--- src/rtl/core/jcsg_pkg.sv ---
`timescale 1ns / 1ps
// Shared types, constants and register indexes of the JTAG scan sequence generator.
package jcsg_pkg;

   localparam int DATA_W          = 32;
   localparam int MAX_DEVICES_DEF = 32;
   localparam int DR_WIDTH_DEF    = 32;
   localparam int QUEUE_DEPTH_DEF = 2;
   localparam int POS_W           = 9;
   localparam int CSR_IDX_W       = 3;
   localparam int CSR_DATA_W      = 8;

   localparam logic [7:0] IR_BITS_MAX = 8'd240;

   // Request kinds.
   localparam logic REQ_IR = 1'b0;
   localparam logic REQ_DR = 1'b1;

   // Configuration register indexes.
   localparam logic [CSR_IDX_W-1:0] CSR_DEVICES_BEFORE = 3'd0;
   localparam logic [CSR_IDX_W-1:0] CSR_DEVICES_AFTER  = 3'd1;
   localparam logic [CSR_IDX_W-1:0] CSR_IR_BITS_BEFORE = 3'd2;
   localparam logic [CSR_IDX_W-1:0] CSR_IR_LEN_TARGET  = 3'd3;
   localparam logic [CSR_IDX_W-1:0] CSR_IR_BITS_AFTER  = 3'd4;

   // One classified scan, expressed as bit positions in the serial stream.
   typedef struct packed {
      logic [3:0]        head_tms;   // TMS pattern of the entry sequence
      logic [2:0]        body_start; // first shifted bit
      logic [POS_W-1:0]  mid_start;  // first target bit
      logic [POS_W-1:0]  mid_end;    // first bypass bit after the target
      logic [POS_W-1:0]  body_end;   // first exit bit
      logic [POS_W-1:0]  len_total;  // total bits including exit
      logic [DATA_W-1:0] data;
      logic              capture;
   } jcsg_cmd_type;

   typedef struct packed {
      logic         valid;
      jcsg_cmd_type cmd;
   } jcsg_push_type;

   typedef struct packed {
      logic full;
      logic empty;
   } jcsg_qstat_type;

endpackage

--- src/rtl/core/jcsg_if.sv ---
`timescale 1ns / 1ps
// Channel interfaces of the JTAG scan sequence generator.
interface jcsg_req_if import jcsg_pkg::*; ();
   logic              valid;
   logic              ready;
   logic              req_type;
   logic [7:0]        ir_value;
   logic [DATA_W-1:0] dr_data;
   logic [5:0]        dr_length;
   logic              capture_data;

   modport source (output valid, req_type, ir_value, dr_data, dr_length, capture_data,
                   input ready);
   modport sink (input valid, req_type, ir_value, dr_data, dr_length, capture_data,
                 output ready);
endinterface

interface jcsg_rsp_if ();
   logic       valid;
   logic       ready;
   logic [7:0] tms_byte;
   logic [7:0] tdi_byte;
   logic [7:0] read_mask;
   logic [3:0] bit_count;
   logic       last;

   modport source (output valid, tms_byte, tdi_byte, read_mask, bit_count, last,
                   input ready);
   modport sink (input valid, tms_byte, tdi_byte, read_mask, bit_count, last,
                 output ready);
endinterface

interface jcsg_csr_if import jcsg_pkg::*; ();
   logic                  valid;
   logic                  ready;
   logic [CSR_IDX_W-1:0]  index;
   logic [CSR_DATA_W-1:0] data;

   modport source (output valid, index, data, input ready);
   modport sink (input valid, index, data, output ready);
endinterface

--- src/rtl/core/jcsg_front.sv ---
`timescale 1ns / 1ps
// Front end: configuration registers, request classification and repeat-IR filtering.
module jcsg_front import jcsg_pkg::*; #(
   parameter int MAX_DEVICES = MAX_DEVICES_DEF,
   parameter int DR_WIDTH    = DR_WIDTH_DEF
) (
   input  logic           clock,
   input  logic           reset,
   jcsg_req_if.sink       req,
   jcsg_csr_if.sink       csr,
   input  jcsg_qstat_type q_stat,
   output jcsg_push_type  q_push
);

   localparam logic [5:0] MAX_DEV_M1 = 6'(MAX_DEVICES - 1);
   localparam logic [6:0] DR_MAX     = 7'(DR_WIDTH);

   logic [4:0] devices_before_ff, devices_before_in;
   logic [4:0] devices_after_ff, devices_after_in;
   logic [7:0] ir_bits_before_ff, ir_bits_before_in;
   logic [3:0] ir_len_target_ff, ir_len_target_in;
   logic [7:0] ir_bits_after_ff, ir_bits_after_in;
   logic [7:0] last_instr_ff, last_instr_in;
   logic       instr_known_ff, instr_known_in;

   logic       accept;
   logic       skip;
   logic [7:0] ir_pre, ir_post;
   logic [3:0] ir_len;
   logic [5:0] dev_pre, dev_post, dev_post_max;
   logic [6:0] dr_len;
   jcsg_cmd_type cmd;

   assign csr.ready = 1'b1;
   assign req.ready = !q_stat.full;
   assign accept    = req.valid && req.ready;
   assign skip      = (req.req_type == REQ_IR) && instr_known_ff
                      && (last_instr_ff == req.ir_value);

   always_comb begin
      devices_before_in = devices_before_ff;
      devices_after_in  = devices_after_ff;
      ir_bits_before_in = ir_bits_before_ff;
      ir_len_target_in  = ir_len_target_ff;
      ir_bits_after_in  = ir_bits_after_ff;
      if (csr.valid && csr.ready) begin
         case (csr.index)
            CSR_DEVICES_BEFORE: devices_before_in = csr.data[4:0];
            CSR_DEVICES_AFTER:  devices_after_in  = csr.data[4:0];
            CSR_IR_BITS_BEFORE: ir_bits_before_in = csr.data;
            CSR_IR_LEN_TARGET:  ir_len_target_in  = csr.data[3:0];
            CSR_IR_BITS_AFTER:  ir_bits_after_in  = csr.data;
            default: ;
         endcase
      end
   end

   always_comb begin
      last_instr_in  = last_instr_ff;
      instr_known_in = instr_known_ff;
      if (accept && req.req_type == REQ_IR) begin
         last_instr_in  = req.ir_value;
         instr_known_in = 1'b1;
      end
   end

   // Clamp the configuration and the requested DR length into the ranges the stream format allows.
   always_comb begin
      ir_pre  = (ir_bits_before_ff > IR_BITS_MAX) ? IR_BITS_MAX : ir_bits_before_ff;
      ir_post = (ir_bits_after_ff > IR_BITS_MAX) ? IR_BITS_MAX : ir_bits_after_ff;
      if (ir_len_target_ff == 4'd0) begin
         ir_len = 4'd1;
      end else if (ir_len_target_ff > 4'd8) begin
         ir_len = 4'd8;
      end else begin
         ir_len = ir_len_target_ff;
      end
      dev_pre      = ({1'b0, devices_before_ff} > MAX_DEV_M1) ? MAX_DEV_M1
                                                              : {1'b0, devices_before_ff};
      dev_post_max = MAX_DEV_M1 - dev_pre;
      dev_post     = ({1'b0, devices_after_ff} > dev_post_max) ? dev_post_max
                                                               : {1'b0, devices_after_ff};
      if (req.dr_length == 6'd0) begin
         dr_len = 7'd1;
      end else if ({1'b0, req.dr_length} > DR_MAX) begin
         dr_len = DR_MAX;
      end else begin
         dr_len = {1'b0, req.dr_length};
      end
   end

   always_comb begin
      if (req.req_type == REQ_IR) begin
         cmd.head_tms   = 4'b0011;
         cmd.body_start = 3'd4;
         cmd.mid_start  = POS_W'(4) + POS_W'(ir_pre);
         cmd.mid_end    = cmd.mid_start + POS_W'(ir_len);
         cmd.body_end   = cmd.mid_end + POS_W'(ir_post);
         cmd.data       = DATA_W'(req.ir_value);
         cmd.capture    = 1'b0;
      end else begin
         cmd.head_tms   = 4'b0001;
         cmd.body_start = 3'd3;
         cmd.mid_start  = POS_W'(3) + POS_W'(dev_pre);
         cmd.mid_end    = cmd.mid_start + POS_W'(dr_len);
         cmd.body_end   = cmd.mid_end + POS_W'(dev_post);
         cmd.data       = req.dr_data;
         cmd.capture    = req.capture_data;
      end
      cmd.len_total = cmd.body_end + POS_W'(2);
   end

   assign q_push.valid = accept && !skip;
   assign q_push.cmd   = cmd;

   always_ff @(posedge clock) begin
      if (reset) begin
         devices_before_ff <= '0;
         devices_after_ff  <= '0;
         ir_bits_before_ff <= '0;
         ir_len_target_ff  <= 4'd4;
         ir_bits_after_ff  <= '0;
         last_instr_ff     <= '0;
         instr_known_ff    <= 1'b0;
      end else begin
         devices_before_ff <= devices_before_in;
         devices_after_ff  <= devices_after_in;
         ir_bits_before_ff <= ir_bits_before_in;
         ir_len_target_ff  <= ir_len_target_in;
         ir_bits_after_ff  <= ir_bits_after_in;
         last_instr_ff     <= last_instr_in;
         instr_known_ff    <= instr_known_in;
      end
   end

endmodule

--- src/rtl/core/jcsg_queue.sv ---
`timescale 1ns / 1ps
// Short command queue between the front end and the byte serializer.
module jcsg_queue import jcsg_pkg::*; #(
   parameter int DEPTH = QUEUE_DEPTH_DEF
) (
   input  logic           clock,
   input  logic           reset,
   input  jcsg_push_type  q_push,
   input  logic           pop,
   output jcsg_qstat_type q_stat,
   output jcsg_cmd_type   head
);

   localparam int PTR_W = (DEPTH > 1) ? $clog2(DEPTH) : 1;
   localparam int CNT_W = $clog2(DEPTH + 1);

   jcsg_cmd_type     entry_ff [DEPTH];
   logic [PTR_W-1:0] wr_ptr_ff, wr_ptr_in;
   logic [PTR_W-1:0] rd_ptr_ff, rd_ptr_in;
   logic [CNT_W-1:0] count_ff, count_in;
   logic             do_push, do_pop;

   assign q_stat.full  = (count_ff == CNT_W'(DEPTH));
   assign q_stat.empty = (count_ff == '0);
   assign do_push      = q_push.valid && !q_stat.full;
   assign do_pop       = pop && !q_stat.empty;
   assign head         = entry_ff[rd_ptr_ff];

   always_comb begin
      wr_ptr_in = wr_ptr_ff;
      rd_ptr_in = rd_ptr_ff;
      count_in  = count_ff;
      if (do_push) begin
         wr_ptr_in = (wr_ptr_ff == PTR_W'(DEPTH - 1)) ? '0 : wr_ptr_ff + 1'b1;
      end
      if (do_pop) begin
         rd_ptr_in = (rd_ptr_ff == PTR_W'(DEPTH - 1)) ? '0 : rd_ptr_ff + 1'b1;
      end
      if (do_push && !do_pop) begin
         count_in = count_ff + 1'b1;
      end else if (do_pop && !do_push) begin
         count_in = count_ff - 1'b1;
      end
   end

   always_ff @(posedge clock) begin
      if (do_push) begin
         entry_ff[wr_ptr_ff] <= q_push.cmd;
      end
   end

   always_ff @(posedge clock) begin
      if (reset) begin
         wr_ptr_ff <= '0;
         rd_ptr_ff <= '0;
         count_ff  <= '0;
      end else begin
         wr_ptr_ff <= wr_ptr_in;
         rd_ptr_ff <= rd_ptr_in;
         count_ff  <= count_in;
      end
   end

endmodule

--- src/rtl/core/jcsg_back.sv ---
`timescale 1ns / 1ps
// Back end: expands one queued command into packed TMS/TDI/read-mask bytes.
module jcsg_back import jcsg_pkg::*; (
   input  logic           clock,
   input  logic           reset,
   input  jcsg_qstat_type q_stat,
   input  jcsg_cmd_type   head,
   output logic           pop,
   jcsg_rsp_if.source     rsp
);

   typedef enum logic [1:0] {
      ST_IDLE  = 2'b01,
      ST_SHIFT = 2'b10
   } state_type;

   state_type        state_ff, state_in;
   jcsg_cmd_type     cmd_ff, cmd_in;
   logic [POS_W-1:0] pos_ff, pos_in;
   logic             out_valid_ff, out_valid_in;
   logic [7:0]       tms_ff, tms_in;
   logic [7:0]       tdi_ff, tdi_in;
   logic [7:0]       rd_ff, rd_in;
   logic [3:0]       count_ff, count_in;
   logic             last_ff, last_in;

   logic             out_free;
   logic             emit;
   logic [POS_W-1:0] remain;
   logic             last_byte;
   logic [7:0]       lane_tms, lane_tdi, lane_rd;

   assign out_free  = !out_valid_ff || rsp.ready;
   assign emit      = (state_ff == ST_SHIFT) && out_free;
   assign pop       = (state_ff == ST_IDLE) && !q_stat.empty;
   assign remain    = cmd_ff.len_total - pos_ff;
   assign last_byte = (remain <= POS_W'(8));

   // Each lane classifies its own stream position independently.
   always_comb begin
      logic [POS_W-1:0] b;
      logic [POS_W-1:0] idx;
      lane_tms = '0;
      lane_tdi = '0;
      lane_rd  = '0;
      for (int j = 0; j < 8; j++) begin
         b   = pos_ff + POS_W'(j);
         idx = b - cmd_ff.mid_start;
         if (b < POS_W'(cmd_ff.body_start)) begin
            lane_tms[j] = cmd_ff.head_tms[b[1:0]];
         end else if (b < cmd_ff.body_end) begin
            lane_tms[j] = (b == cmd_ff.body_end - 1'b1);
            if (b >= cmd_ff.mid_start && b < cmd_ff.mid_end) begin
               lane_tdi[j] = (idx < POS_W'(DATA_W)) ? cmd_ff.data[idx[4:0]] : 1'b0;
               lane_rd[j]  = cmd_ff.capture;
            end else begin
               lane_tdi[j] = 1'b1;
            end
         end else if (b == cmd_ff.body_end) begin
            lane_tms[j] = 1'b1;
         end
      end
   end

   always_comb begin
      state_in     = state_ff;
      cmd_in       = cmd_ff;
      pos_in       = pos_ff;
      out_valid_in = out_valid_ff;
      tms_in       = tms_ff;
      tdi_in       = tdi_ff;
      rd_in        = rd_ff;
      count_in     = count_ff;
      last_in      = last_ff;
      if (out_valid_ff && rsp.ready) begin
         out_valid_in = 1'b0;
      end
      case (state_ff)
         ST_IDLE: begin
            if (pop) begin
               cmd_in   = head;
               pos_in   = '0;
               state_in = ST_SHIFT;
            end
         end
         ST_SHIFT: begin
            if (emit) begin
               out_valid_in = 1'b1;
               tms_in       = lane_tms;
               tdi_in       = lane_tdi;
               rd_in        = lane_rd;
               count_in     = last_byte ? remain[3:0] : 4'd8;
               last_in      = last_byte;
               pos_in       = pos_ff + POS_W'(8);
               if (last_byte) begin
                  state_in = ST_IDLE;
               end
            end
         end
         default: begin
            state_in = ST_IDLE;
         end
      endcase
   end

   assign rsp.valid     = out_valid_ff;
   assign rsp.tms_byte  = tms_ff;
   assign rsp.tdi_byte  = tdi_ff;
   assign rsp.read_mask = rd_ff;
   assign rsp.bit_count = count_ff;
   assign rsp.last      = last_ff;

   always_ff @(posedge clock) begin
      cmd_ff   <= cmd_in;
      pos_ff   <= pos_in;
      tms_ff   <= tms_in;
      tdi_ff   <= tdi_in;
      rd_ff    <= rd_in;
      count_ff <= count_in;
      last_ff  <= last_in;
   end

   always_ff @(posedge clock) begin
      if (reset) begin
         state_ff     <= ST_IDLE;
         out_valid_ff <= 1'b0;
      end else begin
         state_ff     <= state_in;
         out_valid_ff <= out_valid_in;
      end
   end

endmodule

--- src/rtl/core/jtag_chain_scan_generator.sv ---
`timescale 1ns / 1ps
// Top level of the JTAG scan sequence generator.
//
//   Port     Direction  Carries
//   req_ch   sink       IR write or DR scan request, one item per scan
//   rsp_ch   source     packed TMS/TDI/read-mask byte with bit count and last flag
//   csr_ch   sink       register index and write data, always ready
//
// A request enters the command queue in the cycle it is accepted; a repeated IR
// write is dropped there. The serializer loads a command, then emits one byte
// per cycle unless a low rsp_ch.ready stalls it: ceil((head + shifted bits + 2) / 8)
// bytes, at most 62 for an IR write and 9 for a DR scan with default parameters.
// Reset is synchronous and restores the register defaults and forgets the IR.
// A low rsp_ch.ready holds the output register; the front keeps taking
// requests until the queue fills.
module jtag_chain_scan_generator import jcsg_pkg::*; #(
   parameter int MAX_DEVICES = MAX_DEVICES_DEF,
   parameter int DR_WIDTH    = DR_WIDTH_DEF,
   parameter int QUEUE_DEPTH = QUEUE_DEPTH_DEF
) (
   input  logic       clock,
   input  logic       reset,
   jcsg_req_if.sink   req_ch,
   jcsg_rsp_if.source rsp_ch,
   jcsg_csr_if.sink   csr_ch
);

   jcsg_push_type  q_push;
   jcsg_qstat_type q_stat;
   jcsg_cmd_type   q_head;
   logic           q_pop;

   jcsg_front #(
      .MAX_DEVICES (MAX_DEVICES),
      .DR_WIDTH    (DR_WIDTH)
   ) u_front (
      .clock  (clock),
      .reset  (reset),
      .req    (req_ch),
      .csr    (csr_ch),
      .q_stat (q_stat),
      .q_push (q_push)
   );

   jcsg_queue #(
      .DEPTH (QUEUE_DEPTH)
   ) u_queue (
      .clock  (clock),
      .reset  (reset),
      .q_push (q_push),
      .pop    (q_pop),
      .q_stat (q_stat),
      .head   (q_head)
   );

   jcsg_back u_back (
      .clock  (clock),
      .reset  (reset),
      .q_stat (q_stat),
      .head   (q_head),
      .pop    (q_pop),
      .rsp    (rsp_ch)
   );

   a_no_push_when_full: assert property (@(posedge clock) disable iff (reset)
      !(q_push.valid && q_stat.full))
      else $error("command pushed into a full queue");

   a_count_range: assert property (@(posedge clock) disable iff (reset)
      rsp_ch.valid |-> (rsp_ch.bit_count != 4'd0 && rsp_ch.bit_count <= 4'd8))
      else $error("result byte with bit count out of range");

   a_full_unless_last: assert property (@(posedge clock) disable iff (reset)
      (rsp_ch.valid && !rsp_ch.last) |-> rsp_ch.bit_count == 4'd8)
      else $error("partial byte before the end of a scan");

   a_pop_not_empty: assert property (@(posedge clock) disable iff (reset)
      q_pop |-> !q_stat.empty)
      else $error("serializer loaded from an empty queue");

endmodule

--- src/flat_wrapper.sv ---
// flat-port wrapper written by rule: the top's interface ports become plain ports
module jtag_chain_scan_generator_flat import jcsg_pkg::*;
#(
   parameter int MAX_DEVICES = MAX_DEVICES_DEF,
   parameter int DR_WIDTH    = DR_WIDTH_DEF,
   parameter int QUEUE_DEPTH = QUEUE_DEPTH_DEF
)
  (clock, reset, req_ch_valid, req_ch_req_type, req_ch_ir_value, req_ch_dr_data, req_ch_dr_length, req_ch_capture_data, req_ch_ready, rsp_ch_valid, rsp_ch_tms_byte, rsp_ch_tdi_byte, rsp_ch_read_mask, rsp_ch_bit_count, rsp_ch_last, rsp_ch_ready, csr_ch_valid, csr_ch_index, csr_ch_data, csr_ch_ready);
  jcsg_req_if req_ch_i ();
  jcsg_rsp_if rsp_ch_i ();
  jcsg_csr_if csr_ch_i ();
  input  logic clock;
  input  logic reset;
  input wire logic [$bits(req_ch_i.valid)-1:0] req_ch_valid;
  input wire logic [$bits(req_ch_i.req_type)-1:0] req_ch_req_type;
  input wire logic [$bits(req_ch_i.ir_value)-1:0] req_ch_ir_value;
  input wire logic [$bits(req_ch_i.dr_data)-1:0] req_ch_dr_data;
  input wire logic [$bits(req_ch_i.dr_length)-1:0] req_ch_dr_length;
  input wire logic [$bits(req_ch_i.capture_data)-1:0] req_ch_capture_data;
  output wire logic [$bits(req_ch_i.ready)-1:0] req_ch_ready;
  output wire logic [$bits(rsp_ch_i.valid)-1:0] rsp_ch_valid;
  output wire logic [$bits(rsp_ch_i.tms_byte)-1:0] rsp_ch_tms_byte;
  output wire logic [$bits(rsp_ch_i.tdi_byte)-1:0] rsp_ch_tdi_byte;
  output wire logic [$bits(rsp_ch_i.read_mask)-1:0] rsp_ch_read_mask;
  output wire logic [$bits(rsp_ch_i.bit_count)-1:0] rsp_ch_bit_count;
  output wire logic [$bits(rsp_ch_i.last)-1:0] rsp_ch_last;
  input wire logic [$bits(rsp_ch_i.ready)-1:0] rsp_ch_ready;
  input wire logic [$bits(csr_ch_i.valid)-1:0] csr_ch_valid;
  input wire logic [$bits(csr_ch_i.index)-1:0] csr_ch_index;
  input wire logic [$bits(csr_ch_i.data)-1:0] csr_ch_data;
  output wire logic [$bits(csr_ch_i.ready)-1:0] csr_ch_ready;
  assign req_ch_i.valid = req_ch_valid;
  assign req_ch_i.req_type = req_ch_req_type;
  assign req_ch_i.ir_value = req_ch_ir_value;
  assign req_ch_i.dr_data = req_ch_dr_data;
  assign req_ch_i.dr_length = req_ch_dr_length;
  assign req_ch_i.capture_data = req_ch_capture_data;
  assign req_ch_ready = req_ch_i.ready;
  assign rsp_ch_valid = rsp_ch_i.valid;
  assign rsp_ch_tms_byte = rsp_ch_i.tms_byte;
  assign rsp_ch_tdi_byte = rsp_ch_i.tdi_byte;
  assign rsp_ch_read_mask = rsp_ch_i.read_mask;
  assign rsp_ch_bit_count = rsp_ch_i.bit_count;
  assign rsp_ch_last = rsp_ch_i.last;
  assign rsp_ch_i.ready = rsp_ch_ready;
  assign csr_ch_i.valid = csr_ch_valid;
  assign csr_ch_i.index = csr_ch_index;
  assign csr_ch_i.data = csr_ch_data;
  assign csr_ch_ready = csr_ch_i.ready;
  jtag_chain_scan_generator #(.MAX_DEVICES(MAX_DEVICES), .DR_WIDTH(DR_WIDTH), .QUEUE_DEPTH(QUEUE_DEPTH)) u_core (.clock(clock), .reset(reset), .req_ch(req_ch_i), .rsp_ch(rsp_ch_i), .csr_ch(csr_ch_i));
endmodule
--- config.mk ---
export PLATFORM = sky130hd
export DESIGN_NAME = jtag_chain_scan_generator_flat
export DESIGN_NICKNAME = d
export VERILOG_FILES = /design/src/rtl/core/jcsg_pkg.sv /design/src/rtl/core/jcsg_if.sv /design/src/rtl/core/jcsg_front.sv /design/src/rtl/core/jcsg_queue.sv /design/src/rtl/core/jcsg_back.sv /design/src/rtl/core/jtag_chain_scan_generator.sv /design/src/flat_wrapper.sv
export SDC_FILE = /design/constraint.sdc
export NUM_CORES = 1
export LEC_CHECK = 0
export ABC_AREA = 1
export BUFFER_PORTS_ARGS = -buffer_cell sky130_fd_sc_hd__buf_4
export CAP_MARGIN = 30
export CORE_MARGIN = 3
export CORE_UTILIZATION = 49
export CTS_CLUSTER_DIAMETER = 200
export DETAILED_ROUTE_END_ITERATION = 8
export PLACE_DENSITY = 0.64
export RECOVER_POWER = 50
export SLEW_MARGIN = 10
export SYNTH_ARGS = -nofsm -noshare
export SYNTH_HDL_FRONTEND = slang
export SYNTH_SLANG_ARGS = --single-unit
--- constraint.sdc ---
create_clock -name clock -period 13.25 [get_ports clock]
set_input_delay 1.325 -clock clock [delete_from_list [all_inputs] [get_ports clock]]
set_output_delay 1.325 -clock clock [all_outputs]
set_load 0.005 [all_outputs]
==> results of run 1 <==
==> layer usage <==
metal / wire length (um) / vias to the layer above / track usage (%)
li1: - / 6460 / -
met1: 18500 / 5970 / 31.81
met2: 17880 / 298 / 35.80
met3: 1942 / 53 / 2.344
met4: 820 / 2 / 5.013
met5: 11 / - / 0
==> layout make-up <==
class	count	area (sq um)
fillers	2979	14320
flip-flops and latches	291	8278
repair buffers	105	770.7
well taps	442	553.0
clock inverters	14	147.6
clock buffers	42	847.1
multi-input cells	1309	6899
inverters	235	884.6
==> sequential cells by signal (all words and copies together) (netlist names), 2 cells and up <==
register	cells
u_core.u_front.devices_before_ff	5
u_core.u_back.rsp.tdi_byte	8
u_core.u_queue.entry_ff	140
u_core.u_back.rsp.tms_byte	8
u_core.u_front.devices_after_ff	5
u_core.u_front.ir_bits_after_ff	8
u_core.u_back.cmd_ff	70
u_core.u_back.pos_ff	6
u_core.u_queue.count_ff	2
u_core.u_back.state_ff	2
u_core.u_back.rsp.read_mask	8
u_core.u_back.rsp.bit_count	4
u_core.u_front.last_instr_ff	8
u_core.u_front.ir_len_target_ff	4
u_core.u_front.ir_bits_before_ff	8
==> metrics by stage <==
step           instance area (sq um)  instances  power (uW)  setup WS, ps  util (%)
2_1_floorplan                  16360       1898        3133          7896         -
6_report                       18380       2438        4610          8322     56.21
4_1_cts                        18420       2437        4589          8942     56.32
5_1_grt                        18380       2438        4992          7805     56.21
3_3_place_gp                   17400       2380        3718          8440     53.20
3_5_place_dp                   17420       2381        3742          8366     53.28
==> worst max-delay path, delay by kind of cell <==
family	cells	cell delay, ps
AOI/OAI and AO/OA	2	350
buffers and inverters	3	2410
and+or+nand+nor	6	1090
==> final timing paths <==
path	cells past startpoint	from	endpoint
min reg2reg	2	u_core.u_front.ir_len_target_ff[0]	u_core.u_front.ir_len_target_ff[0]
max	11	req_ch_req_type	u_core.u_queue.entry_ff[0][41]
min	2	u_core.u_front.ir_len_target_ff[0]	u_core.u_front.ir_len_target_ff[0]
max reg2reg	6	u_core.u_back.state_ff[0]	u_core.u_back.cmd_ff[22]
==> cells in the final DEF (no fill, tap or decap), types with 6 or more instances in the layout <==
cell type and n:
clkbuf_16 31, nor3_1 26, o21ai_1 15, nor2_2 8, edfxtp_1 245, or2_2 8
nor2_1 139, dfxtp_1 46, a21oi_1 100, xnor2_1 7, inv_2 13, nand3_1 80
buf_4 88, clkbuf_4 6, clkbuf_1 18, and2_1 6, o21ai_0 135, o211ai_1 12
nand4_1 15, clkinv_2 6, o221ai_1 6, inv_1 219, nand2_1 539, a31oi_1 7
xor2_1 61, ha_1 66
==> cell families (layout without fill, tap and decap cells) <==
group           Yosys count  after routing  share of synthesized area (%)
xor+xnor                 71             71                          4.009
buf+inv                 298            396                          7.267
flops                   291            291                          50.61
fa+ha+maj                70             70                          5.539
compound gates          320            320                          11.05
simple gates            845            845                          21.37
mux                       2              2                         0.1224
other cells               1              1                        0.02293
==> power by group <==
part           total (uW)  switching, uW  internal (uW)
combinational        2310           1570            739
sequential           1460            136           1320
clock                 841            339            502
==> flow_summary.toml, run 1 <==
[timing]
setup_tns_ps = 0
slew_headroom_pct = -160.6
final-setup-viol-count = 0
fmax_ghz = 0.2029
hold_viol_final = 0
min_period_ps = 4928
holdWs_ps = 451.6
slew_violations = 263
rsz0062_at_grt = "no"
fin_crit_sh_pct = 37.19
worstMarginPinSlew_ps = 3909
fin_skew_ps = 23.20

[yosys]
synth_most_common_cell = "nand2_1"
synth_area_leaders = "edfxtp_1, nand2_1, dfxtp_1"
ys_warn_count = 0
synth_area_sq_um = 16360
synth-edff-count = 245
yosysTopAreaCellShare_pct = 44.98
synth_top_cell_by_area = "edfxtp_1"
synth.avg_cell_area_sq_um = 8.617
ys_ff_latch = 291
syn_nets = 2032
synth_seq_area_share_pct = 50.61
synth.distinct_cells = 71
synthTopCellsByCount = "nand2_1, edfxtp_1, inv_1"
netlist_instances = 1898
synth-main-ff-cell = "edfxtp_1"
async_flop_share_pct = 0

[critical_path]
crit_chain = "clkbuf_1 > inv_1 > or2_2 > o21ai_2 > inv_1 > nor2_1 > nand3_1 > a21oi_2 > nand3_2 > nand2_1 > nand2_1"
r2r_slack_ps = 8700
crit_arrival_ps = 5230
start_kind = "input pin"
critPathKind = "in -> reg"
slowest_stage = "clkbuf_1"
crit_fanout = 39
cpPeakStageDelay_ps = 1260
worstPathRequired_ps = 13550
end_kind = "register"

[drt]
num_vias = 12780
drtIter0Drc = 915
post_drt_wl_per_cell_um = 16.06
antenna_left = 0
vias_per_cell = 5.243
drt_wl_total_um = 39150
drc = 0
first_pass_iters = 6

[clock_tree]
clk_latency_ps = 550
cts.clk_slew.worst_paths_ps = 60
htree_levels = 1
cts_buffer_depth = 3
cts-resized-gates = 0
postCtsSetupBuffers = 0
postCtsHoldBufs = 0
cts_tree = "built"
cts_buffers = 30
clockRootBuffer = "clkbuf_16"
clock_sinks = 291

[global_routing]
grt_pass1_wl_um = 63530
overflow = 0
antenna_found_initial = 1
grt_max_degree = 71
grt_pass1_vias = 12210
grt_usage_pct = 21.93

[floorplan]
core_area_sq_um = 32700
fp.dieW_um = 188.7
start_util_pct = 50.02
io_pins = 96
die_h_um = 188.7
dieArea_sq_um = 35610
fp-row-count = 66

[finish]
n_antenna_cell = 0
drive_gt1_share_pct = 9.719
nNetsFinal = 2106
syn_to_final_growth_pct = 12.38

[job]
drv_cap = 5

[hold_path]
hp-class = "reg -> reg"

[placed_design]
place.gp.congestion = 0.9131
port-buffer-count = 94
hpwlAfterDp_um = 29190

[power_and_ir_drop]
vdd_drop_max_mv = 0.1356
p_per_area_nw_per_um2 = 250.8
power.leakage_uw = 0.008114

[status]
violations = "max-capacitance violations, max-slew violations"
status = "finished with violations"
Note: power is estimated with default switching activity, not from simulation.
==> run 2, diff against run 1 <==
- PLACE_DENSITY: 0.64 -> 0.67
- clock period: 13.25 -> 4.05 ns (I/O delays scaled with it)
==> run 2 against run 1 <==
Net effect:
- the flow still finishes with violations (max-capacitance violations, max-slew violations)
- power increased to 3.3 times the previous value
- sequential power grew to 3.2 times the previous value
- cell area is 0.69% higher
- routed wire length fell by 1.5%
- hold slack got worse by 380 ps
- largest cell class unchanged
- largest power group unchanged
==> flow_summary.toml, run 2 (same netlist as run 1, synthesis figures left out) <==
[power_and_ir_drop]
vdd_drop_max_mv = 0.4745
p_per_area_nw_per_um2 = 816.5
power.leakage_uw = 0.008156

[floorplan]
dieArea_sq_um = 35610
fp.dieW_um = 188.7
io_pins = 96
core_area_sq_um = 32700
die_h_um = 188.7
start_util_pct = 50.02
fp-row-count = 66

[job]
drv_cap = 3

[critical_path]
ff2ff_path_depth = 19
rr_startpoint = "u_core.u_front.ir_bits_before_ff[5]"
r2r-end = "u_core.u_queue.entry_ff[0][41]"
crit_fanout = 5
r2r_slack_ps = 320
crit_arrival_ps = 4050
worstPathRequired_ps = 4370
start_kind = "register"
critPathKind = "reg -> reg"
end_kind = "register"

[placed_design]
placedCellCount = 2389
hpwlAfterDp_um = 28930
place.gp.congestion = 0.9072
port-buffer-count = 94
place_area_sq_um = 17520

[finish]
layout_common_cells = "nand2_1, edfxtp_1, inv_1"
final_core_util_pct = 56.60
nNetsFinal = 2114
final_cell_area_sq_um = 18510
drive_gt1_share_pct = 10.18
top_regs = "u_core.u_queue.entry_ff x140, u_core.u_back.cmd_ff x70"
stdcell_count = 2446
largest_reg_flops = 140
top_register = "u_core.u_queue.entry_ff"
n_antenna_cell = 0
layout.cells.most_common = "nand2_1"
fillCellCount = 2979
syn_to_final_growth_pct = 13.16

[timing]
rsz0062_at_grt = "no"
fin_skew_ps = 24.29
slew_violations = 113
holdWs_ps = 72.46
final-setup-viol-count = 0
fmax_ghz = 0.2685
min_period_ps = 3725
hold_viol_final = 0
worstMarginPinSlew_ps = 1925
fin_crit_sh_pct = 91.98
setup_tns_ps = 0
slew_headroom_pct = -28.32

[global_routing]
overflow = 0
antenna_found_initial = 0
grt_pass1_wl_um = 62390
grt_usage_pct = 21.49
grt_max_degree = 71
grt_pass1_vias = 12220

[drt]
drc = 0
first_pass_iters = 5
antenna_left = 0
drtIter0Drc = 986
vias_per_cell = 5.224
drt_wl_total_um = 38580
num_vias = 12780
post_drt_wl_per_cell_um = 15.77

[clock_tree]
cts_buffer_depth = 3
cts_buffers = 31
clockRootBuffer = "clkbuf_16"
cts.clk_slew.worst_paths_ps = 60
cts_tree = "built"
postCtsSetupBuffers = 0
clk_latency_ps = 570
htree_levels = 1
clock_sinks = 291

[hold_path]
hp-start = "reset"
hold_path_depth = 2
min_to = "u_core.u_front.last_instr_ff[6]"
hp-class = "in -> reg"

[status]
violations = "max-capacitance violations, max-slew violations"
status = "finished with violations"
==> run 2: changes by cell type in the layout (fill, tap and decap cells not counted), moves of 2 or more <==
cell,delta
clkinv_1,+6
clkbuf_8,-3
buf_4,-19
clkinvlp_4,+4
clkbuf_4,+23
clkinv_2,-2
buf_12,+3
clkbuf_1,-5
==> run 2: worst max-delay path, stage by stage, from the launching register on <==
cell	delay (ps)
dfxtp_1	400
nand2_1	110
nor2_2	170
nand2_2	90
inv_1	100
nor2_1	70
ha_1	230
fa_1	410
nand3_1	100
nand3_1	110
xor2_1	320
inv_1	80
ha_1	340
a21oi_1	230
or2_2	140
nand3_1	110
a21oi_2	280
nand3_2	90
nand2_1	60
nand2_1	50
==> run 2: routing by layer <==
metal	track usage, %	wire length (um)	vias to the layer above
li1	-	-	6462
met1	30.89	18230	5928
met4	5.901	1053	0
met5	0	0	-
met2	34.26	17200	321
met3	3.163	2091	66
==> run 2: metrics by stage <==
step,power [uW],setup WS (ps)
global placement,12150,225.4
global route,16340,22.80
finish,15110,325.0
CTS,15120,171.6
detailed placement,12250,161.9
floorplan,10240,651.4
==> run 2: power by group <==
part	internal (uW)	leakage, uW	switching [uW]	total, uW
Sequential	4260	0.00270	467	4730
Clock	1660	0.000481	1160	2820
Combinational	2440	0.00497	5120	7560
Total	8360	0.00816	6750	15100
==> run 2: layout make-up <==
| class | count | area (sq um) | share of cell area (%) |
|---|---|---|---|
| Sequential cell | 291 | 8279 | 44.73 |
| Clock buffer | 34 | 787.0 | 4.252 |
| Timing Repair Buffer | 112 | 860.8 | 4.651 |
| Inverter | 235 | 884.6 | 4.780 |
| Multi-Input combinational cell | 1309 | 6908 | 37.32 |
| Clock inverter | 23 | 235.2 | 1.271 |
| Tap cell | 442 | 553.0 | 2.988 |
==> run 2: worst max path at each step <==
stage                                                    from                        endpoint  slack, ps  cells past startpoint
final                     u_core.u_front.ir_bits_before_ff[5]  u_core.u_queue.entry_ff[0][41]        320                     19
after floorplan           u_core.u_front.devices_before_ff[4]  u_core.u_queue.entry_ff[0][41]        650                     18
after detailed placement                  req_ch_dr_length[2]  u_core.u_queue.entry_ff[0][41]        160                     21
after global placement                    req_ch_dr_length[2]  u_core.u_queue.entry_ff[0][41]        230                     21
after CTS                 u_core.u_front.ir_bits_before_ff[4]  u_core.u_queue.entry_ff[0][41]        170                     19
after global routing      u_core.u_front.ir_bits_before_ff[5]  u_core.u_queue.entry_ff[1][41]         20                     22
==> run 2: what timing repair did <==
action	4_1_cts	5_1_grt
endpoints found under the hold margin	0	0
endpoints found under the setup margin	0	4
gates resized for setup	0	3
hold buffers	0	0
